`src/design/tcac_pkg.sv`:
```
package tcac_pkg;

  localparam int COUNT_WIDTH_DEF          = 32;
  localparam int MIN_ALARM_COMPARE_DEF    = 2;
  localparam int MIN_PERIODIC_COMPARE_DEF = 2;
  localparam int CHANNEL_COUNT            = 2;

  localparam int CFG_ADDR_WIDTH = 3;

  typedef enum logic [2:0] {
    OP_TICK    = 3'd0,
    OP_SET     = 3'd1,
    OP_CANCEL  = 3'd2,
    OP_READ    = 3'd3,
    OP_RESTART = 3'd4
  } opcode_t;

  typedef enum logic {
    REG_GUARD  = 1'b0,
    REG_ENABLE = 1'b1
  } reg_index_t;

  localparam logic [1:0] ST_OK   = 2'd0;
  localparam logic [1:0] ST_BUSY = 2'd1;
  localparam logic [1:0] ST_LATE = 2'd2;

  typedef struct packed {
    logic [2:0]  opcode;
    logic        channel;
    logic [31:0] alarm_ticks;
    logic        absolute;
    logic        expire_when_late;
  } item_t;

  typedef struct packed {
    logic [1:0]               status;
    logic [31:0]              count_now;
    logic [CHANNEL_COUNT-1:0] fired_mask;
    logic                     rollover;
  } result_t;

endpackage

```
`src/design/two_channel_alarm_counter_top.sv`:
```
// Throughput: one word per cycle unless the result side stalls (out_ready low).
// The counter and compare update is one registered pass into the result register.
// The input register and the result register let a new word enter while a result waits.
// Reset is synchronous and active low: the count, the armed flags and both valid flags clear,
// the late window resets to 0 and count_enable to 1; compare values are unknown until armed.
module two_channel_alarm_counter_top #(
  parameter int COUNT_WIDTH          = tcac_pkg::COUNT_WIDTH_DEF,
  parameter int MIN_ALARM_COMPARE    = tcac_pkg::MIN_ALARM_COMPARE_DEF,
  parameter int MIN_PERIODIC_COMPARE = tcac_pkg::MIN_PERIODIC_COMPARE_DEF
) (
  input  logic                                clk,
  input  logic                                rst_n,
  input  logic                                in_valid,
  output logic                                in_ready,
  input  logic [2:0]                          in_opcode,
  input  logic                                in_channel,
  input  logic [31:0]                         in_alarm_ticks,
  input  logic                                in_absolute,
  input  logic                                in_expire_when_late,
  output logic                                out_valid,
  input  logic                                out_ready,
  output logic [1:0]                          out_status,
  output logic [31:0]                         out_count_now,
  output logic [tcac_pkg::CHANNEL_COUNT-1:0]  out_fired_mask,
  output logic                                out_rollover,
  input  logic                                psel,
  input  logic                                penable,
  input  logic                                pwrite,
  input  logic [tcac_pkg::CFG_ADDR_WIDTH-1:0] paddr,
  input  logic [31:0]                         pwdata,
  output logic [31:0]                         prdata,
  output logic                                pready
);
  import tcac_pkg::*;

  item_t       item_r;
  logic        item_vld_r;
  result_t     res_r, res_nxt;
  logic        out_vld_r;
  logic        advance;
  logic [31:0] guard_r;
  logic        enable_r;
  logic        cfg_wr;

  assign advance  = item_vld_r && (!out_vld_r || out_ready);
  assign in_ready = !item_vld_r || advance;

  always_ff @(posedge clk) begin
    if (!rst_n) begin
      item_vld_r <= 1'b0;
      out_vld_r  <= 1'b0;
    end else begin
      if (in_ready) begin
        item_vld_r <= in_valid;
      end
      if (advance) begin
        out_vld_r <= 1'b1;
      end else if (out_ready) begin
        out_vld_r <= 1'b0;
      end
    end
  end

  always_ff @(posedge clk) begin
    if (in_valid && in_ready) begin
      item_r.opcode           <= in_opcode;
      item_r.channel          <= in_channel;
      item_r.alarm_ticks      <= in_alarm_ticks;
      item_r.absolute         <= in_absolute;
      item_r.expire_when_late <= in_expire_when_late;
    end
    if (advance) begin
      res_r <= res_nxt;
    end
  end

  tcac_core #(
    .COUNT_WIDTH          (COUNT_WIDTH),
    .MIN_ALARM_COMPARE    (MIN_ALARM_COMPARE),
    .MIN_PERIODIC_COMPARE (MIN_PERIODIC_COMPARE)
  ) u_core (
    .clk          (clk),
    .rst_n        (rst_n),
    .advance      (advance),
    .item         (item_r),
    .late_window  (guard_r),
    .count_enable (enable_r),
    .result       (res_nxt)
  );

  assign out_valid      = out_vld_r;
  assign out_status     = res_r.status;
  assign out_count_now  = res_r.count_now;
  assign out_fired_mask = res_r.fired_mask;
  assign out_rollover   = res_r.rollover;

  assign pready = 1'b1;
  assign cfg_wr = psel && penable && pwrite && pready;

  always_ff @(posedge clk) begin
    if (!rst_n) begin
      guard_r  <= '0;
      enable_r <= 1'b1;
    end else if (cfg_wr) begin
      unique case (reg_index_t'(paddr[2]))
        REG_GUARD:  guard_r  <= pwdata;
        REG_ENABLE: enable_r <= pwdata[0];
        default: begin
        end
      endcase
    end
  end

  always_comb begin
    unique case (reg_index_t'(paddr[2]))
      REG_GUARD:  prdata = guard_r;
      REG_ENABLE: prdata = {31'd0, enable_r};
      default:    prdata = '0;
    endcase
  end

  a_ready_only_when_full: assert property (@(posedge clk) disable iff (!rst_n)
    !in_ready |-> item_vld_r)
    else $error("input stalled with an empty input register");

  a_advance_gives_result: assert property (@(posedge clk) disable iff (!rst_n)
    advance |=> out_valid)
    else $error("processed word did not produce a result");

  a_rollover_at_zero: assert property (@(posedge clk) disable iff (!rst_n)
    out_valid && out_rollover |-> (out_count_now == '0) && (out_status == ST_OK))
    else $error("rollover reported with a nonzero count");

  a_busy_fires_nothing: assert property (@(posedge clk) disable iff (!rst_n)
    out_valid && (out_status == ST_BUSY) |-> (out_fired_mask == '0))
    else $error("busy set reported a fired channel");

endmodule

```
`src/design/tcac_core.sv`:
```
module tcac_core #(
  parameter int COUNT_WIDTH          = tcac_pkg::COUNT_WIDTH_DEF,
  parameter int MIN_ALARM_COMPARE    = tcac_pkg::MIN_ALARM_COMPARE_DEF,
  parameter int MIN_PERIODIC_COMPARE = tcac_pkg::MIN_PERIODIC_COMPARE_DEF
) (
  input  logic              clk,
  input  logic              rst_n,
  input  logic              advance,
  input  tcac_pkg::item_t   item,
  input  logic [31:0]       late_window,
  input  logic              count_enable,
  output tcac_pkg::result_t result
);
  import tcac_pkg::*;

  localparam int CW   = COUNT_WIDTH;
  localparam int CMPW = (CW > 32) ? CW : 32;
  localparam logic [CW-1:0] LIM0   = CW'(MIN_ALARM_COMPARE);
  localparam logic [CW-1:0] LIM0P1 = CW'(MIN_ALARM_COMPARE + 1);
  localparam logic [CW-1:0] LIM1   = CW'(MIN_PERIODIC_COMPARE);
  localparam logic [CW-1:0] LIM1P1 = CW'(MIN_PERIODIC_COMPARE + 1);

  logic [CW-1:0]            count_r, count_nxt;
  logic [CW-1:0]            compare_r   [CHANNEL_COUNT];
  logic [CW-1:0]            compare_nxt [CHANNEL_COUNT];
  logic [CHANNEL_COUNT-1:0] armed_r, armed_nxt;

  logic [CW-1:0]            ticks, inc, late_diff, target, clamped, lim, lim_p1;
  logic                     late, immediate, roll;
  logic [1:0]               status;
  logic [CHANNEL_COUNT-1:0] fired;

  assign ticks     = CW'(item.alarm_ticks);
  assign inc       = count_r + CW'(1);
  assign late_diff = count_r - ticks;
  assign late      = CMPW'(late_diff) <= CMPW'(late_window);
  assign target    = item.absolute ? ticks : (count_r + ticks);
  assign lim       = item.channel ? LIM1 : LIM0;
  assign lim_p1    = item.channel ? LIM1P1 : LIM0P1;
  assign clamped   = (target <= lim) ? lim_p1 : target;

  // A relative target of zero or one tick from now is already due.
  assign immediate = (ticks == '0) || (ticks == CW'(1));

  always_comb begin
    count_nxt   = count_r;
    armed_nxt   = armed_r;
    compare_nxt = compare_r;
    status      = ST_OK;
    fired       = '0;
    roll        = 1'b0;
    unique case (item.opcode)
      OP_TICK: begin
        if (count_enable) begin
          count_nxt = inc;
          roll      = (inc == '0);
          for (int c = 0; c < CHANNEL_COUNT; c++) begin
            if (armed_r[c] && (compare_r[c] == inc)) begin
              fired[c]     = 1'b1;
              armed_nxt[c] = 1'b0;
            end
          end
        end
      end
      OP_SET: begin
        if (armed_r[item.channel]) begin
          status = ST_BUSY;
        end else if (item.absolute && late) begin
          status              = ST_LATE;
          fired[item.channel] = item.expire_when_late;
        end else if (!item.absolute && immediate) begin
          fired[item.channel] = 1'b1;
        end else begin
          compare_nxt[item.channel] = clamped;
          armed_nxt[item.channel]   = 1'b1;
        end
      end
      OP_CANCEL: begin
        armed_nxt[item.channel] = 1'b0;
      end
      OP_RESTART: begin
        count_nxt = '0;
      end
      default: begin
      end
    endcase
  end

  assign result.status     = status;
  assign result.count_now  = 32'(count_nxt);
  assign result.fired_mask = fired;
  assign result.rollover   = roll;

  always_ff @(posedge clk) begin
    if (!rst_n) begin
      count_r <= '0;
      armed_r <= '0;
    end else if (advance) begin
      count_r <= count_nxt;
      armed_r <= armed_nxt;
    end
  end

  always_ff @(posedge clk) begin
    if (advance) begin
      compare_r <= compare_nxt;
    end
  end

endmodule

```
`config.mk`:
```
export PLATFORM = sky130hd
export DESIGN_NAME = two_channel_alarm_counter_top
export DESIGN_NICKNAME = d
export VERILOG_FILES = /design/src/design/tcac_pkg.sv /design/src/design/two_channel_alarm_counter_top.sv /design/src/design/tcac_core.sv
export SDC_FILE = /design/constraint.sdc
export NUM_CORES = 1
export LEC_CHECK = 0
export BUFFER_PORTS_ARGS = -buffer_cell sky130_fd_sc_hd__buf_4
export CAP_MARGIN = 20
export CELL_PAD_IN_SITES_DETAIL_PLACEMENT = 1
export CELL_PAD_IN_SITES_GLOBAL_PLACEMENT = 1
export CORE_MARGIN = 2
export CORE_UTILIZATION = 45
export CTS_CLUSTER_SIZE = 25
export DETAILED_ROUTE_END_ITERATION = 8
export GPL_TIMING_DRIVEN = 0
export HOLD_SLACK_MARGIN = 0.15
export PLACE_DENSITY_LB_ADDON = 0.3
export SLEW_MARGIN = 20
export SYNTH_ARGS = -nofsm -noshare
export SYNTH_HDL_FRONTEND = slang
export SYNTH_HIERARCHICAL = 1
export SYNTH_SLANG_ARGS = --single-unit
export TNS_END_PERCENT = 10
```
`constraint.sdc`:
```
create_clock -name clk -period 15.6 [get_ports clk]
set_input_delay 2.34 -clock clk [delete_from_list [all_inputs] [get_ports clk]]
set_output_delay 2.34 -clock clk [all_outputs]
set_load 0.02 [all_outputs]
```
==> impl_metrics.tcl <==
set metrics [dict create \
    post_cts_buffers 0 \
    fin_crit_sh 0.477 \
    ys_ff_latch 208 \
    vias 13000 \
    yosys_warnings 6 \
    syn_area_um2 14500 \
    grt_max_degree 32 \
    cp_top_family "compound AO/OA/AOI/OAI gates" \
    clk_path_buf_depth 3 \
    outcome "completed" \
    ant_nets 0 \
    grt_use_total 0.285 \
    hold_path_class "flop to flop" \
    finClkSkew_ns 0.0107 \
    crit_fanout 7 \
    p_per_area_nw_per_um2 90.4 \
    yosys-top-cells-count "140 x nand2_1, 139 x edfxtp_1, 106 x inv_1, 96 x ha_1, 94 x nor2_1" \
    critical_path_required_ns 15.83 \
    cp-start-kind "flop" \
    crit_slowest_cell "nor4b_2" \
    p_leak_nw 6.94 \
    synth_most_common_cell "nand2_1" \
    place_ws_ns 8.40 \
    drive_gt1_frac 0.152 \
    reg2reg_from "u_core/count_r[0]" \
    cts_hold_buf 0 \
    wire_per_inst_um 22.1 \
    hold_violations 0 \
    via_per_inst 5.96 \
    yosys-top-cells-area "edfxtp_1 29%, dfxtp_1 9.5%, ha_1 8.3%" \
    syn_inst 1579 \
    ys_types 87 \
    cts-htree-levels 1 \
    cts_tree "yes" \
    num_rows 65 \
    synth_top_area_share 0.288 \
    synth_nets 1757 \
    io_buffer_count 147 \
    avgSynthCellArea_um2 9.19 \
    dr.pass1.iters 5 \
    grt_antenna_before_repair 0 \
    cts_made_buffers 23 \
    rsz0062_at_grt "false" \
    worst_setup_path_end_kind "flop" \
    areaGrowthSynthToFinish_pct 17.1 \
    start_util 0.459 \
    clk_latency_ns 0.54 \
    grt_overflow_total 0 \
    nNetsFinal 1937 \
    antenna_cells 0 \
    setup_slack_ns 8.16 \
    die_w_um 184 \
    yosysTopAreaCell "edfxtp_1" \
    hold_path_startpoint "guard_r[6]" \
    arrival_ns 7.67 \
    dpl.hpwl_mm 38.0 \
    grt_pass1_wl_mm 75.1 \
    tightestPinTransition_ns 0.865 \
    route.detailed.drc 0 \
    core-area_um2 31600 \
    worst_path_largest_cell_delay_ns 0.58 \
    die_area_um2 33700 \
    synth_edf_count 139 \
    finalCriticalPeriod_ns 7.44 \
    cts_sinks 208 \
    path_clk_slew_ns 0.06 \
    drt-initial-drc-count 856 \
    max-cap-violations 0 \
    async_reset_ff_frac 0 \
    gp_routability_congestion 0.932 \
    timing.fmax_mhz 134 \
    cts_root_buffer "clkbuf_16" \
    slew_violations 0 \
    ys.flop_type "edfxtp_1" \
    worst_ir_drop_vdd_mv 0.0619 \
    synth_seq_area_share 0.383 \
    io_pins 152 \
    critPathBufInv 5 \
    finalSetupTns_ns 0 \
    setup_violations 0 \
    crit_type "flop to flop" \
    die_h_um 184 \
    postCtsResizedCells 0 \
    routed_wl_mm 48.2 \
    startpoint "u_core/count_r[0]" \
    grt_pass1_vias 13500 \
    maxSlewHeadroom 0.417 \
]
per-layer routing:
layer	vias up	track usage	wire, um
met3	132	0.0301	2760
met5	-	0	0
met4	0	0.144	2570
li1	6058	-	-
met2	471	0.480	22300
met1	6309	0.364	20600
registers in the layout, indices dropped and copies added, names as in the netlist:
register / cells
out_count_now: 32
u_core/armed_r: 2
out_rollover: 1
u_core/compare_r: 64
enable_r: 1
u_core/count_r: 32
out_fired_mask: 2
guard_r: 32
item_vld_r: 1
out_status: 2
out_valid: 1
item_r: 38
power breakdown:
group,internal [mW],switching [mW],total [mW],leakage [nW]
Clock,0.312,0.232,0.544,0.370
Sequential,0.615,0.0294,0.645,1.86
Combinational,0.139,0.210,0.348,4.71
Total,1.07,0.471,1.54,6.94
final cells by class:
cell class / instances / area (um^2)
fillers: 3678 / 14600
multi-input cells: 1175 / 8160
flip-flops and latches: 208 / 5560
repair buffers: 155 / 1210
clock buffers: 29 / 649
well taps: 402 / 503
plain buffers: 89 / 427
inverters: 107 / 402
clock inverters: 12 / 96.3
kinds of logic after synthesis:
| family | after synthesis | share of synthesized area |
|---|---|---|
| xor gates and xnor gates | 138 | 0.0833 |
| adders and majority gates | 98 | 0.0855 |
| AOI/OAI and AO/OA | 362 | 0.170 |
| buffers and inverters | 196 | 0.0571 |
| and+or+nand+nor | 535 | 0.192 |
| other | 1 | 0.000258 |
| muxes | 41 | 0.0287 |
| DFF | 208 | 0.383 |
metrics by stage:
| stage | util | hold WS, ns | instances | instance area (um^2) | total power, mW |
|---|---|---|---|---|---|
| CTS | 0.537 | 0.479 | 2177 | 17000 | 1.54 |
| detailed placement | 0.514 | 0.468 | 2136 | 16300 | 0.996 |
| global route | 0.537 | 0.514 | 2177 | 17000 | 1.60 |
| finish | 0.537 | 0.472 | 2177 | 17000 | 1.54 |
| floorplan | - | 0.443 | 1579 | 14500 | 0.876 |
| global placement | 0.510 | 0.465 | 2128 | 16100 | 0.976 |
cell usage in the layout, fill, tap and decap left out, drive strengths merged, types with 30 or more instances in the layout:
cell / netlist / layout
nor2: 94 / 94
nand4: 30 / 30
dfxtp: 69 / 69
xor2: 52 / 52
edfxtp: 139 / 139
o21ai: 91 / 91
xnor2: 86 / 86
nand3: 47 / 47
a21oi: 76 / 76
nor3: 32 / 32
ha: 96 / 96
mux2i: 39 / 39
o211a: 33 / 33
clkbuf: 59 / 88
or2: 30 / 30
nor2b: 53 / 53
nand2: 141 / 141
buf: 30 / 185
inv: 106 / 108
worst reg2reg max path, cell delays in order (launching register included):
cell and delay [ns]:
dfxtp_1 0.42, clkbuf_1 0.34, inv_1 0.16, ha_1 0.24, fa_1 0.41, nor2b_1 0.12
o21a_1 0.16, o21ai_1 0.12, a211oi_1 0.44, o221ai_1 0.23, a21o_1 0.25, o211ai_1 0.21
a41o_1 0.27, a31oi_1 0.20, o311ai_1 0.34, xnor2_1 0.14, ha_1 0.31, nand4_1 0.13
nor3_1 0.22, a2111oi_0 0.09, o21ai_0 0.20, o21ai_0 0.40, nor3_1 0.44, nor4b_2 0.58
buf_2 0.28, buf_4 0.20, buf_2 0.24
path summary, 6_finish.rpt:
kind / endpoint / slack [ns] / cells after the start
worst max-delay path: u_core/compare_r[39] / 8.16 / 26
worst min-delay path: guard_r[6] / 0.47 / 2
worst max register to register: u_core/compare_r[39] / 8.16 / 26
worst min register to register: guard_r[6] / 0.47 / 2
No activity file was read; power rests on OpenSTA's default activity.
